**src/sv/pbd_pkg.sv**
```systemverilog
// ----------------------------------------------------------------------------
// Push-button dimmer control package
// Shared types, codes and constants for the dimmer control front, queue and
// back end.
// ----------------------------------------------------------------------------
package pbd_pkg;

  // Input operation codes as they arrive on the stream.
  typedef enum logic [1:0] {
    OP_PIN  = 2'd0,
    OP_TICK = 2'd1,
    OP_LOCK = 2'd2,
    OP_NONE = 2'd3
  } op_t;

  // Commands after classification by the front end.
  typedef enum logic [2:0] {
    CMD_PRESS   = 3'd0,
    CMD_RELEASE = 3'd1,
    CMD_TICK    = 3'd2,
    CMD_LOCK    = 3'd3,
    CMD_UNLOCK  = 3'd4
  } cmd_kind_t;

  typedef struct packed {
    cmd_kind_t  kind;
    logic [2:0] chan;
  } cmd_t;

  // Telegram kinds on the result stream.
  typedef enum logic [1:0] {
    TG_SWITCH = 2'd0,
    TG_DIM    = 2'd1,
    TG_STORED = 2'd2,
    TG_NONE   = 2'd3
  } tg_kind_t;

  // Dim modes.
  localparam logic [2:0] MODE_ONE_HAND       = 3'd0;
  localparam logic [2:0] MODE_LIGHTER_ON     = 3'd1;
  localparam logic [2:0] MODE_DARKER_OFF     = 3'd2;
  localparam logic [2:0] MODE_LIGHTER_TOGGLE = 3'd3;
  localparam logic [2:0] MODE_DARKER_TOGGLE  = 3'd4;

  // Lock actions.
  localparam logic [1:0] LOCK_NONE   = 2'd0;
  localparam logic [1:0] LOCK_ON     = 2'd1;
  localparam logic [1:0] LOCK_OFF    = 2'd2;
  localparam logic [1:0] LOCK_TOGGLE = 2'd3;

  // Register indexes on the configuration port.
  typedef enum logic [2:0] {
    REG_DIM_MODE     = 3'd0,
    REG_STOP_SEND    = 3'd1,
    REG_BRIGHTER     = 3'd2,
    REG_DARKER       = 3'd3,
    REG_HOLD_TICKS   = 3'd4,
    REG_REPEAT_TICKS = 3'd5,
    REG_LOCK_ACTION  = 3'd6,
    REG_UNLOCK_OFF   = 3'd7
  } reg_idx_t;

  typedef struct packed {
    logic [2:0]  dim_mode;
    logic        stop_send_enable;
    logic [2:0]  brighter_step;
    logic [2:0]  darker_step;
    logic [15:0] hold_ticks;
    logic [15:0] repeat_ticks;
    logic [1:0]  lock_action;
    logic        unlock_off_enable;
  } cfg_t;

  localparam logic [3:0] DIR_BIT   = 4'h8;
  localparam logic [3:0] STEP_BITS = 4'h7;

  localparam int QUEUE_DEPTH = 4;
  localparam int Q_PTR_W     = $clog2(QUEUE_DEPTH);
  localparam int Q_CNT_W     = $clog2(QUEUE_DEPTH + 1);

endpackage

```
**src/sv/pbd_front.sv**
```systemverilog
// ----------------------------------------------------------------------------
// Dimmer control front end
// Accepts input requests, drops those that do nothing and turns the rest into
// commands for the command queue.
// ----------------------------------------------------------------------------
module pbd_front import pbd_pkg::*; #(
  parameter int CHANNELS = 8
) (
  input  logic       clk,
  input  logic       rst,
  input  logic       in_valid,
  output logic       in_ready,
  input  logic [1:0] in_op,
  input  logic [2:0] in_chan,
  input  logic       in_level,
  output logic       cmd_valid,
  input  logic       cmd_ready,
  output cmd_t       cmd
);

  localparam logic [4:0] CH_LIMIT = 5'(CHANNELS);

  logic      held;
  cmd_t      held_cmd;
  logic      keep;
  cmd_kind_t kind;

  assign in_ready  = !held || cmd_ready;
  assign cmd_valid = held;
  assign cmd       = held_cmd;

  always_comb begin
    keep = ({2'b00, in_chan} < CH_LIMIT);
    kind = CMD_TICK;
    case (op_t'(in_op))
      OP_PIN:  kind = in_level ? CMD_PRESS : CMD_RELEASE;
      OP_TICK: kind = CMD_TICK;
      OP_LOCK: kind = in_level ? CMD_LOCK : CMD_UNLOCK;
      default: keep = 1'b0;
    endcase
  end

  always_ff @(posedge clk) begin
    if (rst) begin
      held <= 1'b0;
    end else if (in_ready) begin
      held <= in_valid && keep;
    end
  end

  always_ff @(posedge clk) begin
    if (in_ready && in_valid) begin
      held_cmd.kind <= kind;
      held_cmd.chan <= in_chan;
    end
  end

endmodule

```
**src/sv/pbd_queue.sv**
```systemverilog
// ----------------------------------------------------------------------------
// Dimmer control command queue
// Short first-in first-out queue between the front end and the back end.
// ----------------------------------------------------------------------------
module pbd_queue import pbd_pkg::*; (
  input  logic clk,
  input  logic rst,
  input  logic push,
  input  cmd_t din,
  output logic full,
  input  logic pop,
  output cmd_t dout,
  output logic empty
);

  cmd_t               entries [QUEUE_DEPTH];
  logic [Q_PTR_W-1:0] wr_ptr;
  logic [Q_PTR_W-1:0] rd_ptr;
  logic [Q_CNT_W-1:0] count;
  logic               do_push;
  logic               do_pop;

  assign full    = (count == Q_CNT_W'(QUEUE_DEPTH));
  assign empty   = (count == '0);
  assign do_push = push && !full;
  assign do_pop  = pop && !empty;
  assign dout    = entries[rd_ptr];

  always_ff @(posedge clk) begin
    if (rst) begin
      wr_ptr <= '0;
      rd_ptr <= '0;
      count  <= '0;
    end else begin
      if (do_push) begin
        wr_ptr <= wr_ptr + 1'b1;
      end
      if (do_pop) begin
        rd_ptr <= rd_ptr + 1'b1;
      end
      if (do_push && !do_pop) begin
        count <= count + 1'b1;
      end else if (do_pop && !do_push) begin
        count <= count - 1'b1;
      end
    end
  end

  always_ff @(posedge clk) begin
    if (do_push) begin
      entries[wr_ptr] <= din;
    end
  end

endmodule

```
**src/sv/pbd_back.sv**
```systemverilog
// ----------------------------------------------------------------------------
// Dimmer control back end
// Holds the per-channel timers and object values, carries out one command per
// cycle while the output register is not stalled and presents telegrams in it.
// ----------------------------------------------------------------------------
module pbd_back import pbd_pkg::*; #(
  parameter int CHANNELS = 8
) (
  input  logic       clk,
  input  logic       rst,
  input  cfg_t       cfg,
  input  logic       cmd_valid,
  output logic       cmd_ready,
  input  cmd_t       cmd,
  output logic       res_valid,
  input  logic       res_ready,
  output logic [2:0] res_chan,
  output logic [1:0] res_kind,
  output logic [3:0] res_value
);

  localparam int CH_W = (CHANNELS > 1) ? $clog2(CHANNELS) : 1;

  logic        dim_started      [CHANNELS];
  logic [15:0] hold_remaining   [CHANNELS];
  logic        hold_running     [CHANNELS];
  logic [15:0] repeat_remaining [CHANNELS];
  logic        repeat_running   [CHANNELS];
  logic        switch_value     [CHANNELS];
  logic [3:0]  dim_value        [CHANNELS];

  logic [CH_W-1:0] idx;
  logic            fire;

  logic        started_cur, hold_run_cur, rep_run_cur, sw_cur;
  logic [15:0] hold_rem_cur, rep_rem_cur;
  logic [3:0]  dim_cur;

  logic        started_next, hold_run_next, rep_run_next, sw_next;
  logic [15:0] hold_rem_next, rep_rem_next;
  logic [3:0]  dim_next;

  logic        emit;
  tg_kind_t    emit_kind;
  logic [3:0]  emit_value;
  logic        dir;

  assign idx       = CH_W'(cmd.chan);
  assign cmd_ready = !res_valid || res_ready;
  assign fire      = cmd_valid && cmd_ready;

  assign started_cur  = dim_started[idx];
  assign hold_rem_cur = hold_remaining[idx];
  assign hold_run_cur = hold_running[idx];
  assign rep_rem_cur  = repeat_remaining[idx];
  assign rep_run_cur  = repeat_running[idx];
  assign sw_cur       = switch_value[idx];
  assign dim_cur      = dim_value[idx];

  always_comb begin
    started_next  = started_cur;
    hold_rem_next = hold_rem_cur;
    hold_run_next = hold_run_cur;
    rep_rem_next  = rep_rem_cur;
    rep_run_next  = rep_run_cur;
    sw_next       = sw_cur;
    dim_next      = dim_cur;
    emit          = 1'b0;
    emit_kind     = TG_SWITCH;
    emit_value    = 4'h0;

    // Direction taken when dimming starts; unused modes keep the old one.
    case (cfg.dim_mode)
      MODE_ONE_HAND:       dir = !dim_cur[3];
      MODE_LIGHTER_ON:     dir = 1'b1;
      MODE_LIGHTER_TOGGLE: dir = 1'b1;
      MODE_DARKER_OFF:     dir = 1'b0;
      MODE_DARKER_TOGGLE:  dir = 1'b0;
      default:             dir = dim_cur[3];
    endcase

    case (cmd.kind)
      CMD_PRESS: begin
        hold_rem_next = cfg.hold_ticks;
        hold_run_next = 1'b1;
      end
      CMD_RELEASE: begin
        hold_rem_next = 16'd0;
        hold_run_next = 1'b0;
        rep_rem_next  = 16'd0;
        rep_run_next  = 1'b0;
        emit          = 1'b1;
        if (started_cur) begin
          // Step code zero is the stop telegram.
          started_next = 1'b0;
          dim_next     = dim_cur & DIR_BIT;
          emit_kind    = cfg.stop_send_enable ? TG_DIM : TG_STORED;
          emit_value   = dim_cur & DIR_BIT;
        end else begin
          sw_next = !sw_cur;
          if (cfg.dim_mode == MODE_LIGHTER_ON) begin
            sw_next = 1'b1;
          end
          if (cfg.dim_mode == MODE_DARKER_OFF) begin
            sw_next = 1'b0;
          end
          emit_kind  = TG_SWITCH;
          emit_value = {3'b000, sw_next};
        end
      end
      CMD_TICK: begin
        if (hold_run_cur && hold_rem_cur <= 16'd1) begin
          hold_rem_next = 16'd0;
          hold_run_next = 1'b0;
          started_next  = 1'b1;
          dim_next      = {dir, dir ? cfg.brighter_step : cfg.darker_step};
          rep_rem_next  = cfg.repeat_ticks;
          rep_run_next  = (cfg.repeat_ticks != 16'd0);
          emit          = 1'b1;
          emit_kind     = TG_DIM;
          emit_value    = {dir, dir ? cfg.brighter_step : cfg.darker_step};
        end else begin
          if (hold_run_cur) begin
            hold_rem_next = hold_rem_cur - 16'd1;
          end
          if (rep_run_cur) begin
            if (rep_rem_cur <= 16'd1) begin
              rep_rem_next = cfg.repeat_ticks;
              rep_run_next = (cfg.repeat_ticks != 16'd0);
              emit         = 1'b1;
              emit_kind    = TG_DIM;
              emit_value   = dim_cur;
            end else begin
              rep_rem_next = rep_rem_cur - 16'd1;
            end
          end
        end
      end
      CMD_LOCK: begin
        emit      = (cfg.lock_action != LOCK_NONE);
        emit_kind = TG_SWITCH;
        case (cfg.lock_action)
          LOCK_ON:     sw_next = 1'b1;
          LOCK_OFF:    sw_next = 1'b0;
          LOCK_TOGGLE: sw_next = !sw_cur;
          default:     sw_next = sw_cur;
        endcase
        emit_value = {3'b000, sw_next};
      end
      CMD_UNLOCK: begin
        if (cfg.unlock_off_enable) begin
          sw_next    = 1'b0;
          emit       = 1'b1;
          emit_kind  = TG_SWITCH;
          emit_value = 4'h0;
        end
      end
      default: begin
      end
    endcase
  end

  always_ff @(posedge clk) begin
    if (rst) begin
      for (int i = 0; i < CHANNELS; i++) begin
        dim_started[i]      <= 1'b0;
        hold_remaining[i]   <= 16'd0;
        hold_running[i]     <= 1'b0;
        repeat_remaining[i] <= 16'd0;
        repeat_running[i]   <= 1'b0;
        switch_value[i]     <= 1'b0;
        dim_value[i]        <= 4'h0;
      end
    end else if (fire) begin
      dim_started[idx]      <= started_next;
      hold_remaining[idx]   <= hold_rem_next;
      hold_running[idx]     <= hold_run_next;
      repeat_remaining[idx] <= rep_rem_next;
      repeat_running[idx]   <= rep_run_next;
      switch_value[idx]     <= sw_next;
      dim_value[idx]        <= dim_next;
    end
  end

  always_ff @(posedge clk) begin
    if (rst) begin
      res_valid <= 1'b0;
    end else if (cmd_ready) begin
      res_valid <= fire && emit;
    end
  end

  always_ff @(posedge clk) begin
    if (fire) begin
      res_chan  <= cmd.chan;
      res_kind  <= emit_kind;
      res_value <= emit_value;
    end
  end

endmodule

```
**src/sv/pushbutton_dimmer_control.sv**
```systemverilog
// Path: front end holding register, command queue, back end output register.
// Throughput: one request per cycle while the queue is not full; the back end
// updates one channel's registers per cycle while its output register is free
// or being taken, and a four-entry command queue absorbs output stalls.
// Reset: synchronous, clears all channel state and the queue and loads the
// register defaults.
// ----------------------------------------------------------------------------
// Push-button dimmer control
// Switch and dim telegram logic for several push-button channels, with a
// register port for the dim mode, step sizes, timing and lock behaviour.
// ----------------------------------------------------------------------------
module pushbutton_dimmer_control import pbd_pkg::*; #(
  parameter int CHANNELS = 8
) (
  input  logic        clk,
  input  logic        rst,
  input  logic        s_tvalid,
  output logic        s_tready,
  input  logic [7:0]  s_tdata,   // [2:0] chan, [3] level, [7:4] zero
  input  logic [1:0]  s_tuser,   // [1:0] op
  output logic        m_tvalid,
  input  logic        m_tready,
  output logic [7:0]  m_tdata,   // [2:0] out_chan, [6:3] telegram_value, [7] zero
  output logic [1:0]  m_tuser,   // [1:0] telegram_kind
  input  logic        psel,
  input  logic        penable,
  input  logic        pwrite,
  input  logic [4:0]  paddr,
  input  logic [31:0] pwdata,
  output logic [31:0] prdata,
  output logic        pready
);

  cfg_t       cfg;
  reg_idx_t   reg_idx;
  logic       front_valid;
  logic       q_full;
  logic       q_empty;
  cmd_t       front_cmd;
  cmd_t       q_cmd;
  logic       back_ready;
  logic [2:0] res_chan;
  logic [1:0] res_kind;
  logic [3:0] res_value;

  assign pready  = 1'b1;
  assign reg_idx = reg_idx_t'(paddr[4:2]);

  always_ff @(posedge clk) begin
    if (rst) begin
      cfg.dim_mode          <= MODE_ONE_HAND;
      cfg.stop_send_enable  <= 1'b1;
      cfg.brighter_step     <= 3'd1;
      cfg.darker_step       <= 3'd1;
      cfg.hold_ticks        <= 16'd50;
      cfg.repeat_ticks      <= 16'd0;
      cfg.lock_action       <= LOCK_NONE;
      cfg.unlock_off_enable <= 1'b0;
    end else if (psel && penable && pwrite && pready) begin
      case (reg_idx)
        REG_DIM_MODE:     cfg.dim_mode          <= pwdata[2:0];
        REG_STOP_SEND:    cfg.stop_send_enable  <= pwdata[0];
        REG_BRIGHTER:     cfg.brighter_step     <= pwdata[2:0];
        REG_DARKER:       cfg.darker_step       <= pwdata[2:0];
        REG_HOLD_TICKS:   cfg.hold_ticks        <= pwdata[15:0];
        REG_REPEAT_TICKS: cfg.repeat_ticks      <= pwdata[15:0];
        REG_LOCK_ACTION:  cfg.lock_action       <= pwdata[1:0];
        REG_UNLOCK_OFF:   cfg.unlock_off_enable <= pwdata[0];
        default: begin
        end
      endcase
    end
  end

  always_comb begin
    case (reg_idx)
      REG_DIM_MODE:     prdata = {29'd0, cfg.dim_mode};
      REG_STOP_SEND:    prdata = {31'd0, cfg.stop_send_enable};
      REG_BRIGHTER:     prdata = {29'd0, cfg.brighter_step};
      REG_DARKER:       prdata = {29'd0, cfg.darker_step};
      REG_HOLD_TICKS:   prdata = {16'd0, cfg.hold_ticks};
      REG_REPEAT_TICKS: prdata = {16'd0, cfg.repeat_ticks};
      REG_LOCK_ACTION:  prdata = {30'd0, cfg.lock_action};
      REG_UNLOCK_OFF:   prdata = {31'd0, cfg.unlock_off_enable};
      default:          prdata = 32'd0;
    endcase
  end

  pbd_front #(
    .CHANNELS (CHANNELS)
  ) u_front (
    .clk       (clk),
    .rst       (rst),
    .in_valid  (s_tvalid),
    .in_ready  (s_tready),
    .in_op     (s_tuser),
    .in_chan   (s_tdata[2:0]),
    .in_level  (s_tdata[3]),
    .cmd_valid (front_valid),
    .cmd_ready (!q_full),
    .cmd       (front_cmd)
  );

  pbd_queue u_queue (
    .clk   (clk),
    .rst   (rst),
    .push  (front_valid),
    .din   (front_cmd),
    .full  (q_full),
    .pop   (back_ready),
    .dout  (q_cmd),
    .empty (q_empty)
  );

  pbd_back #(
    .CHANNELS (CHANNELS)
  ) u_back (
    .clk       (clk),
    .rst       (rst),
    .cfg       (cfg),
    .cmd_valid (!q_empty),
    .cmd_ready (back_ready),
    .cmd       (q_cmd),
    .res_valid (m_tvalid),
    .res_ready (m_tready),
    .res_chan  (res_chan),
    .res_kind  (res_kind),
    .res_value (res_value)
  );

  assign m_tdata = {1'b0, res_value, res_chan};
  assign m_tuser = res_kind;

endmodule
```
**config.mk**
```make
export PLATFORM = sky130hd
export DESIGN_NAME = pushbutton_dimmer_control
export DESIGN_NICKNAME = d
export VERILOG_FILES = /design/src/sv/pbd_pkg.sv /design/src/sv/pbd_front.sv /design/src/sv/pbd_queue.sv /design/src/sv/pbd_back.sv /design/src/sv/pushbutton_dimmer_control.sv
export SDC_FILE = /design/constraint.sdc
export NUM_CORES = 1
export LEC_CHECK = 0
export ABC_AREA = 1
export ABC_CLOCK_PERIOD_IN_PS = 8100
export BUFFER_PORTS_ARGS = -buffer_cell sky130_fd_sc_hd__clkbuf_2
export CAP_MARGIN = 20
export CELL_PAD_IN_SITES_DETAIL_PLACEMENT = 0
export CELL_PAD_IN_SITES_GLOBAL_PLACEMENT = 1
export CORE_MARGIN = 3
export CORE_UTILIZATION = 51
export CTS_CLUSTER_SIZE = 28
export DETAILED_ROUTE_END_ITERATION = 6
export GPL_TIMING_DRIVEN = 0
export PLACE_DENSITY_LB_ADDON = 0.1
export SYNTH_ARGS = -nofsm -noshare
export SYNTH_HDL_FRONTEND = slang
export SYNTH_SLANG_ARGS = --single-unit
export TNS_END_PERCENT = 30
```
**constraint.sdc**
```tcl
create_clock -name clk -period 8.1 [get_ports clk]
set_input_delay 0.405 -clock clk [delete_from_list [all_inputs] [get_ports clk]]
set_output_delay 0.405 -clock clk [all_outputs]
set_load 0.05 [all_outputs]
```
======== Yosys cells after proc, flatten, opt, wreduce, memory -nomap -nowiden ========
Memory sizes are Yosys's and may differ from the RTL's. A register that Yosys moved wholly into a read port is not among the register bits.
Cells that the tools add are included.
storage, ports and cells
  memory bits (read-only) ................. 0
  logic and storage cells ................. 180
  bits in writable memories ............... 344
  memories ................................ 8
  register bits ........................... 69
  input bits .............................. 54
  bits in latches ......................... 0
  output and inout port bits .............. 45
memories
  memory                   words  bits a word  read ports  clocked after memory_dff  wr ports  line             text
  u_back.hold_remaining    8      16           1           0                         8         pbd_back.sv:25   logic [15:0] hold_remaining [CHANNELS];
  u_back.repeat_remaining  8      16           1           0                         8         pbd_back.sv:27   logic [15:0] repeat_remaining [CHANNELS];
  u_back.dim_value         8      4            1           0                         8         pbd_back.sv:30   logic [3:0] dim_value [CHANNELS];
  u_queue.entries          4      6            1           1                         1         pbd_queue.sv:16  cmd_t entries [QUEUE_DEPTH];
  u_back.dim_started       8      1            1           0                         8         pbd_back.sv:24   logic dim_started [CHANNELS];
  u_back.hold_running      8      1            1           0                         8         pbd_back.sv:26   logic hold_running [CHANNELS];
  +2 memories              --     --           --          --                        --        --
cells by class
  bitwise operators ....................... 0
  equal/unequal tests ..................... 21
  reduce and logical (&&, ||, !) cells .... 46
  $lt $le $gt $ge ......................... 2
  div/mod/pow operators ................... 0
  $mul .................................... 0
  add/sub/neg operators ................... 6
  multiplexer cells ....................... 79
  shifts and indexed selects .............. 0
operators with widths
  operator                                              count
  one-hot mux 32 bit (8 select lines)                   1
  two-way mux 16 bit                                    7
  one-hot mux 16 bit (3 select lines)                   1
  two-way mux 3 bit                                     12
  two-way mux 1 bit                                     34
  <= comparator 16 x 1 -> 1 bit, second input constant  2
  one-hot mux 16 bit (2 select lines)                   1
  OR reduction 16 bit                                   2
  subtractor 16 x 1 -> 16 bit, second input constant    2
  two-way mux 4 bit                                     6
  == test 3 bit, second input constant                  7
  == test 3 x 2 -> 1 bit, second input constant         6
  AND reduction 2 bit                                   8
  nonzero test 16 bit                                   1
  zero test 3 bit                                       4
  two-way mux 2 bit                                     6
  one-hot mux 1 bit (3 select lines)                    4
  one-hot mux 4 bit (3 select lines)                    1
  logical AND 1 bit                                     10
  == test 3 x 1 -> 1 bit, second input constant         3
  zero test 1 bit                                       8
  one-hot mux 4 bit (2 select lines)                    1
  == test 2 bit, second input constant                  3
  one-hot mux 3 bit (2 select lines)                    1
  other kinds (14)                                      23

======== Longest topological paths before layout ========
Gate-level depths: netlist of the first run.
  word-level depth ........................ 8
  mapped depth ............................ 28

======== Modules after synthesis ========
Synthesis of the first run repeated with hierarchy kept, for this count alone.
unflattened totals
  cell total of the unflattened synthesis .. 2487
  area, all modules ....................... 21333.0 um2
by module, submodules not included
  module                     sequential area each (um2)  area each (um2)  instances  cells an instance
  pbd_back                   9899.5                      17289.1          1          2015
  pushbutton_dimmer_control  900.9                       2367.3           1          324
  pbd_queue                  900.9                       1412.6           1          128
  pbd_front                  200.2                       264.0            1          20

======== Worst setup path before layout of the first run ========
No wires, ideal clock.
  path kind ............................... register to register
  start ................................... reg u_back.res_valid
  end ..................................... mem u_back.dim_started[2], enable pin
  cell stages (with the launch flop) ...... 14
  period minus slack after synthesis ...... 3.601 ns
  arrival time ............................ 3.203 ns
  slack ................................... 4.499 ns
  path buffers ............................ 2
  cells stage by stage .................... dfxtp_1 > inv_1 > nor2_1 > a31oi_1 > inv_1 > nor2_1 > inv_1 > nor2_1 > inv_1 > nor2_1 > inv_1 > buf_2 > buf_1 > nand2_1
RTL lines
  element                 line             text
  from (decl)             pbd_back.sv:15   output logic res_valid,
  from (signal assigned)  pbd_back.sv:189  res_valid <= fire && emit;
  to (decl)               pbd_back.sv:24

==> out/results.ini, run 1 <==
[route]
vias=17800
routed_via_density=5.65
drtIter0Drc=1951
drc_errors=0
ant_nets=0
wl_per_cell_um=22.5
totalWireLength_mm=70.5
first_pass_iters=6

[cells_and_area]
area_growth_pct=12.3
drive_gt1_share_pct=12.6
finalNetCount=2639
final_common_cell=nand2_1
antennaDiodeCount=0
final_cell_mix=nand2_1, nor2_1, edfxtp_1
final_area_um2=24000

[global_route]
grt_antenna_before_repair=0
grtUsageTotal_pct=31.7
grt_max_degree=41
grt_pass1_wl_mm=105
grt_pass1_vias=16900
overflow=0

[clock_tree]
cts.htree.levels=2
cts_resized=0
clockBufferDepth=3
root_buffer=clkbuf_16
postCtsSetupRepairBufs=0
cts.sinks=415
clk_pin_slew_ps=60
tritoncts=yes
cts_made_buffers=46
ctsHoldBuffers=3
clkLatencyLatePin_ps=600

[power_and_ir_drop]
power_switching_mw=5.59
power_density_nw_per_um2=458
power_frac_seq_pct=25.7
sw_frac_of_total_pct=50.8
p_comb_share_pct=55.9
p_int_mw=5.42
p_leak_nw=10.2
clkPwrFrac_pct=18.4
ir_drop_mv=0.239

[setup_path]
worstPathArrival_ps=5260
crit_path_frequent_cell=buf_4
worstSetupPathType=register to register
cp_cell_sequence=inv_2, nand3_4, nand2_4, inv_2, buf_4, buf_4, buf_4, buf_2, nor2_1, inv_1, nor2_1, inv_1, buf_2, buf_1, nand2_2, buf_12
crit_path_max_fanout=21
endpoint_kind=register
required_ps=8420
cpMaxStageDelayCell=nand2_2
slowest_delay_ps=640
startpoint_type=register

[synthesis]
ys_types=54
synthCells=2444
yosysWarnings=0
syn_avg_cell_area_um2=8.76
seq_area_frac_synth_pct=55.6
mappedNetlistArea_um2=21400
synth_seq_cells=415

[die]
top_level_ports=99
initial_core_util_pct=52.1
die_h_um=211
core_um2=41100
die-area_um2=44500
num_rows=74
die_w_um=211

[timing]
maxSlewHeadroom_pct=26.9
worstMarginPinSlew_ps=1100
finalSetupViolations=0
hold_viol_final=0
finalClockSkew_ps=30.3
max_freq_ghz=0.202
fin_setup_tns_ps=0
rsz0062_at_grt=no
finalCritPeriodShare_pct=61.0
whs_ps=29.6
min_period_ps=4940
maxSlewViolCount=0

[place]
hpwl_mm=48.1
gp_congestion=0.956
place.port_buffers=58
placed_cell_area_um2=22600

[outcome]
status=complete, no violations

[job]
drv_cap=0

[worst_hold_path]
hp-class=input port to register

[worst paths after layout]
| path | start | to | slack [ps] | cells past startpoint |
|---|---|---|---|---|
| setup / recovery | register | u_back.repeat_remaining[4][8] | 3160 | 16 |
| hold / removal | pwdata[5] | cfg[24] | 30 | 3 |
| setup reg to reg | register | u_back.repeat_remaining[4][8] | 3160 | 16 |
| hold reg to reg | u_queue.rd_ptr[1] | register | 470 | 2 |
[state kept, by name, summed over array words and instances, names as in the netlist, 8 cells and up, named ones only]
| register | count |
|---|---|
| u_queue.entries | 24 |
| cfg | 45 |
| u_back.hold_remaining | 128 |
| u_back.repeat_running | 8 |
| u_back.switch_value | 8 |
| u_back.hold_running | 8 |
| u_back.dim_value | 32 |
| u_back.repeat_remaining | 128 |
| u_back.dim_started | 8 |
[power by group through the flow]
stage / Sequential (mW) / Clock, mW / Combinational (mW)
after floorplan: 2.93 / 0 / 3.98
after global placement: 2.87 / 0 / 5.90
after detailed placement: 2.87 / 0 / 5.99
after CTS: 2.83 / 2.03 / 6.03
after global routing: 2.86 / 2.13 / 6.66
final: 2.83 / 2.03 / 6.15
[cell families after synthesis]
logic type,count (synthesis),synth area share (%)
compound gates,288,7.47
xor+xnor,11,0.450
fa+ha+maj,10,0.620
buf+inv,449,9.24
flops,415,55.6
other cells,2,0.0351
simple gates,1269,26.6
[worst max-delay path: cells and delay by family, from the launching register on]
| kind | cells | cell delay, ps |
|---|---|---|
| AND/OR/NAND/NOR | 5 | 1090 |
| flip-flops | 1 | 510 |
| buffers and inverters | 11 | 3010 |
[synthesized netlist by cell type (all sizes together)]
cell,count,area [um2]
xor2,9,78.8
xnor2,2,17.5
a211oi,1,12.5
or2,7,43.8
and2,2,12.5
clkinv,4,15.0
nand4,15,119
nor3b,1,7.51
nand3b,80,601
ha,9,113
a221oi,5,43.8
nor4,5,31.3
nor3,17,113
nand3,171,916
buf,107,692
fa,1,20.0
o211ai,16,125
a31oi,1,6.26
o2111ai,3,26.3
inv,313,1180
conb,2,7.51
dfxtp,56,1120
nand2,516,1990
o22ai,18,119
o21ai,106,534
o31ai,2,15.0
edfxtp,359,10800
nor2,455,1850
a21oi,132,683
a32oi,2,17.5
clkbuf,25,93.8
a22oi,1,7.51
o21bai,1,7.51
[metal layers]
metal	routed length, um	vias to the layer above	global-route usage, %
li1	-	8246	-
met5	0	-	0
met3	6880	161	4.81
met4	2550	0	11.7
met1	28500	8433	43.8
met2	32600	916	51.4
[per-stage QoR]
step,cells,power [mW],setup WS (ps),utilization [%]
after global placement,3050,8.77,1930,54.5
final,3140,11.0,3160,58.4
after detailed placement,3056,8.86,3250,54.9
after floorplan,2460,6.91,4500,-
after CTS,3140,10.9,3230,58.4
after global routing,3140,11.6,2870,58.4
[layout make-up]
type / instances / area [um2]
timing repair buffer: 67 / 440
multi-input combinational: 1596 / 7620
tap: 532 / 666
buffer: 132 / 786
fill: 3645 / 17100
inverter: 317 / 1190
clock buffer: 64 / 1270
clock inverter: 17 / 153
sequential: 415 / 11900
Note: power is estimated with default switching activity, not from simulation.
==> run 2: changes to the inputs <==
--- a/config.mk
+++ b/config.mk
@@ -5,14 +5,14 @@
 export SDC_FILE = /design/constraint.sdc
 export NUM_CORES = 1
 export LEC_CHECK = 0
-export ABC_AREA = 1
-export ABC_CLOCK_PERIOD_IN_PS = 8100
+export ABC_AREA = 0
+export ABC_CLOCK_PERIOD_IN_PS = 4600
 export BUFFER_PORTS_ARGS = -buffer_cell sky130_fd_sc_hd__clkbuf_2
 export CAP_MARGIN = 20
 export CELL_PAD_IN_SITES_DETAIL_PLACEMENT = 0
 export CELL_PAD_IN_SITES_GLOBAL_PLACEMENT = 1
 export CORE_MARGIN = 3
-export CORE_UTILIZATION = 51
+export CORE_UTILIZATION = 50
 export CTS_CLUSTER_SIZE = 28
 export DETAILED_ROUTE_END_ITERATION = 6
 export GPL_TIMING_DRIVEN = 0
==> constraint.sdc (replaced) <==
create_clock -name clk -period 4.6 [get_ports clk]
set_input_delay 0.23 -clock clk [delete_from_list [all_inputs] [get_ports clk]]
set_output_delay 0.23 -clock clk [all_outputs]
set_load 0.05 [all_outputs]
==> out/results.ini, run 2 <==
[power_and_ir_drop]
p_comb_share_pct=46.3
p_int_mw=9.13
clkPwrFrac_pct=22.5
power_density_nw_per_um2=651
power_frac_seq_pct=31.2
p_leak_nw=8.69
sw_frac_of_total_pct=40.6
ir_drop_mv=0.266
power_switching_mw=6.24

[timing]
finalClockSkew_ps=24.9
maxSlewHeadroom_pct=32.6
worstMarginPinSlew_ps=1010
rsz0062_at_grt=yes
min_period_ps=4720
finalCritPeriodShare_pct=103
worst_slack_ps=-123
finalSetupViolations=8
maxSlewViolCount=0
max_freq_ghz=0.212
hold_viol_final=0
fin_setup_tns_ps=-936

[synthesis]
mappedNetlistArea_um2=19900
synth_seq_cells=415
yosys.area.top_type=edfxtp_1
synth_area_leaders=edfxtp_1, nor2_1, mux2i_1, dfxtp_1, mux4_2
synthCells=1703
syn_avg_cell_area_um2=11.7
yosysWarnings=0
yosys.cell_count.top_type=nor2_1
synthTopCellsByCount=nor2_1, edfxtp_1, nand2_1
ys.flop_type=edfxtp_1
ys_types=81
synth-edff-count=359
synthDominantCellAreaShare_pct=54.1
synthArstFlopShare_pct=0
seq_area_frac_synth_pct=59.7

[global_route]
grt_antenna_before_repair=0
grt_pass1_vias=14300
grtUsageTotal_pct=29.8
grt_pass1_wl_mm=92.0
overflow=0
grt_max_degree=29

[clock_tree]
root_buffer=clkbuf_16
cts_made_buffers=46
clk_pin_slew_ps=60
clkLatencyLatePin_ps=590
cts.htree.levels=2
cts.sinks=415
tritoncts=yes
clockBufferDepth=3

[setup_path]
cp_cell_sequence=buf_6, mux4_2, buf_16, buf_12, buf_12, mux4_2, mux2i_4, ha_2, o2111ai_2, or4_4, o21a_1, buf_6, mux2_4, a221oi_4, buf_12, nor2_1
cp_top_family=multiplexers
worstSetupPathType=register to register
crit_path_max_fanout=8
startpoint_type=register
crit_path_frequent_cell=buf_12
worstPathArrival_ps=5040
cpMaxStageDelayCell=mux4_2
required_ps=4920
endpoint_kind=register
path_buf_inv=6
slowest_delay_ps=650

[route]
ant_nets=0
drc_errors=0
drtIter0Drc=1684
totalWireLength_mm=63.2
first_pass_iters=5
routed_via_density=6.12
vias=14900
wl_per_cell_um=25.9

[die]
core_um2=39000
top_level_ports=99
die-area_um2=42300
die_w_um=206
num_rows=72
initial_core_util_pct=51.1
die_h_um=206

[job]
drv_cap=0

[cells_and_area]
seqCellArea_um2=11900
final_common_cell=nor2_1
post-route-util_pct=60.5
finalNetCount=1950
final_cell_mix=nor2_1, edfxtp_1, nand2_1
multiInputGateArea_um2=7770
area_growth_pct=18.5
instances_no_fill=2435
top_regs=u_back.hold_remaining: 128 flops, u_back.repeat_remaining: 128 flops, cfg: 45 flops
drive_gt1_share_pct=18.4
num-fill-cells=3164
antennaDiodeCount=0

[place]
gp_congestion=0.959
place.port_buffers=54
hpwl_mm=43.2
dp_cells=2300

[outcome]
status=finished, violations left
violations=negative setup slack

[worst_hold_path]
min_from=s_tuser[1]
hp-class=input port to register

-- run 2: cell types whose count changed after synthesis, moves of 26 or more --
cell and delta:
nand3_1 -141, a22oi_1 +26, a21oi_1 -42, nand3b_1 -79, o21ai_0 -73, mux2i_1 +145, mux4_2 +42, clkbuf_1 +38
nand2_1 -349, buf_2 -31, nor2_2 -27, inv_1 -282
-- run 2: final cells by class --
type | instances | area share, %
flip-flops and latches | 415 | 50.4
multi-input cells | 1166 | 32.9
clock buffers | 63 | 5.24
repair buffers | 125 | 4.36
plain buffers | 119 | 3.59
well taps | 518 | 2.75
clock inverters | 16 | 0.530
inverters | 13 | 0.217
-- run 2: final timing paths --
check	end	slack, ps	cells past startpoint
min	u_front.cmd[3]	60	3
min reg2reg	u_queue.entries[2][2]	500	0
max	u_back.repeat_remaining[2][12]	-120	16
max reg2reg	u_back.repeat_remaining[2][12]	-120	16
-- run 2: layer usage --
layer,global-route usage (%),part of all wire (%)
met5,0,0
met1,42.1,42
met3,5.71,8.6
met2,46.1,46
met4,11.0,3.7
-- run 2: cell families after synthesis --
group	after synthesis	synth area share, %
other	2	0.0377
muxes	199	12.7
AOI/OAI and AO/OA	230	7.58
adders and majority gates	10	0.665
DFF	415	59.7
xor gates and xnor gates	16	0.703
and+or+nand+nor	693	14.9
buffers and inverters	138	3.64
-- run 2: worst min-delay path, delay by kind of cell --
kind                      cells  cell delay, ps
buffers and inverters         1             120
and+or+nand+nor               1              80
xor gates and xnor gates      1              70
-- run 2: timing repair --
action	in CTS	in global routing
gates resized for setup	84	38
endpoints found under the hold margin	42	0
pin swaps	7	11
setup buffers	26	11
setup endpoints to repair	611	296
hold buffers	24	0
-- run 2: power by group through the flow --
stage                     sequential [mW]  clock (mW)  combinational, mW
final                                4.80        3.45               7.11
after floorplan                      4.96           0               3.98
after CTS                            4.79        3.48               6.64
after global routing                 4.84        3.61               7.52
after detailed placement             4.87           0               6.02
after global placement               4.87           0               5.90
-- run 2: per-stage QoR --
stage	setup WS [ps]	cell area [um2]	hold slack [ps]	total power, mW
6_report	-123	23600	56.5	15.4
5_1_grt	-204	23600	70.7	16.0
4_1_cts	-114	23300	29.4	14.9
2_1_floorplan	7.34	20100	329	8.94
3_3_place_gp	-1610	21000	409	10.8
3_5_place_dp	-1190	21200	412	10.9
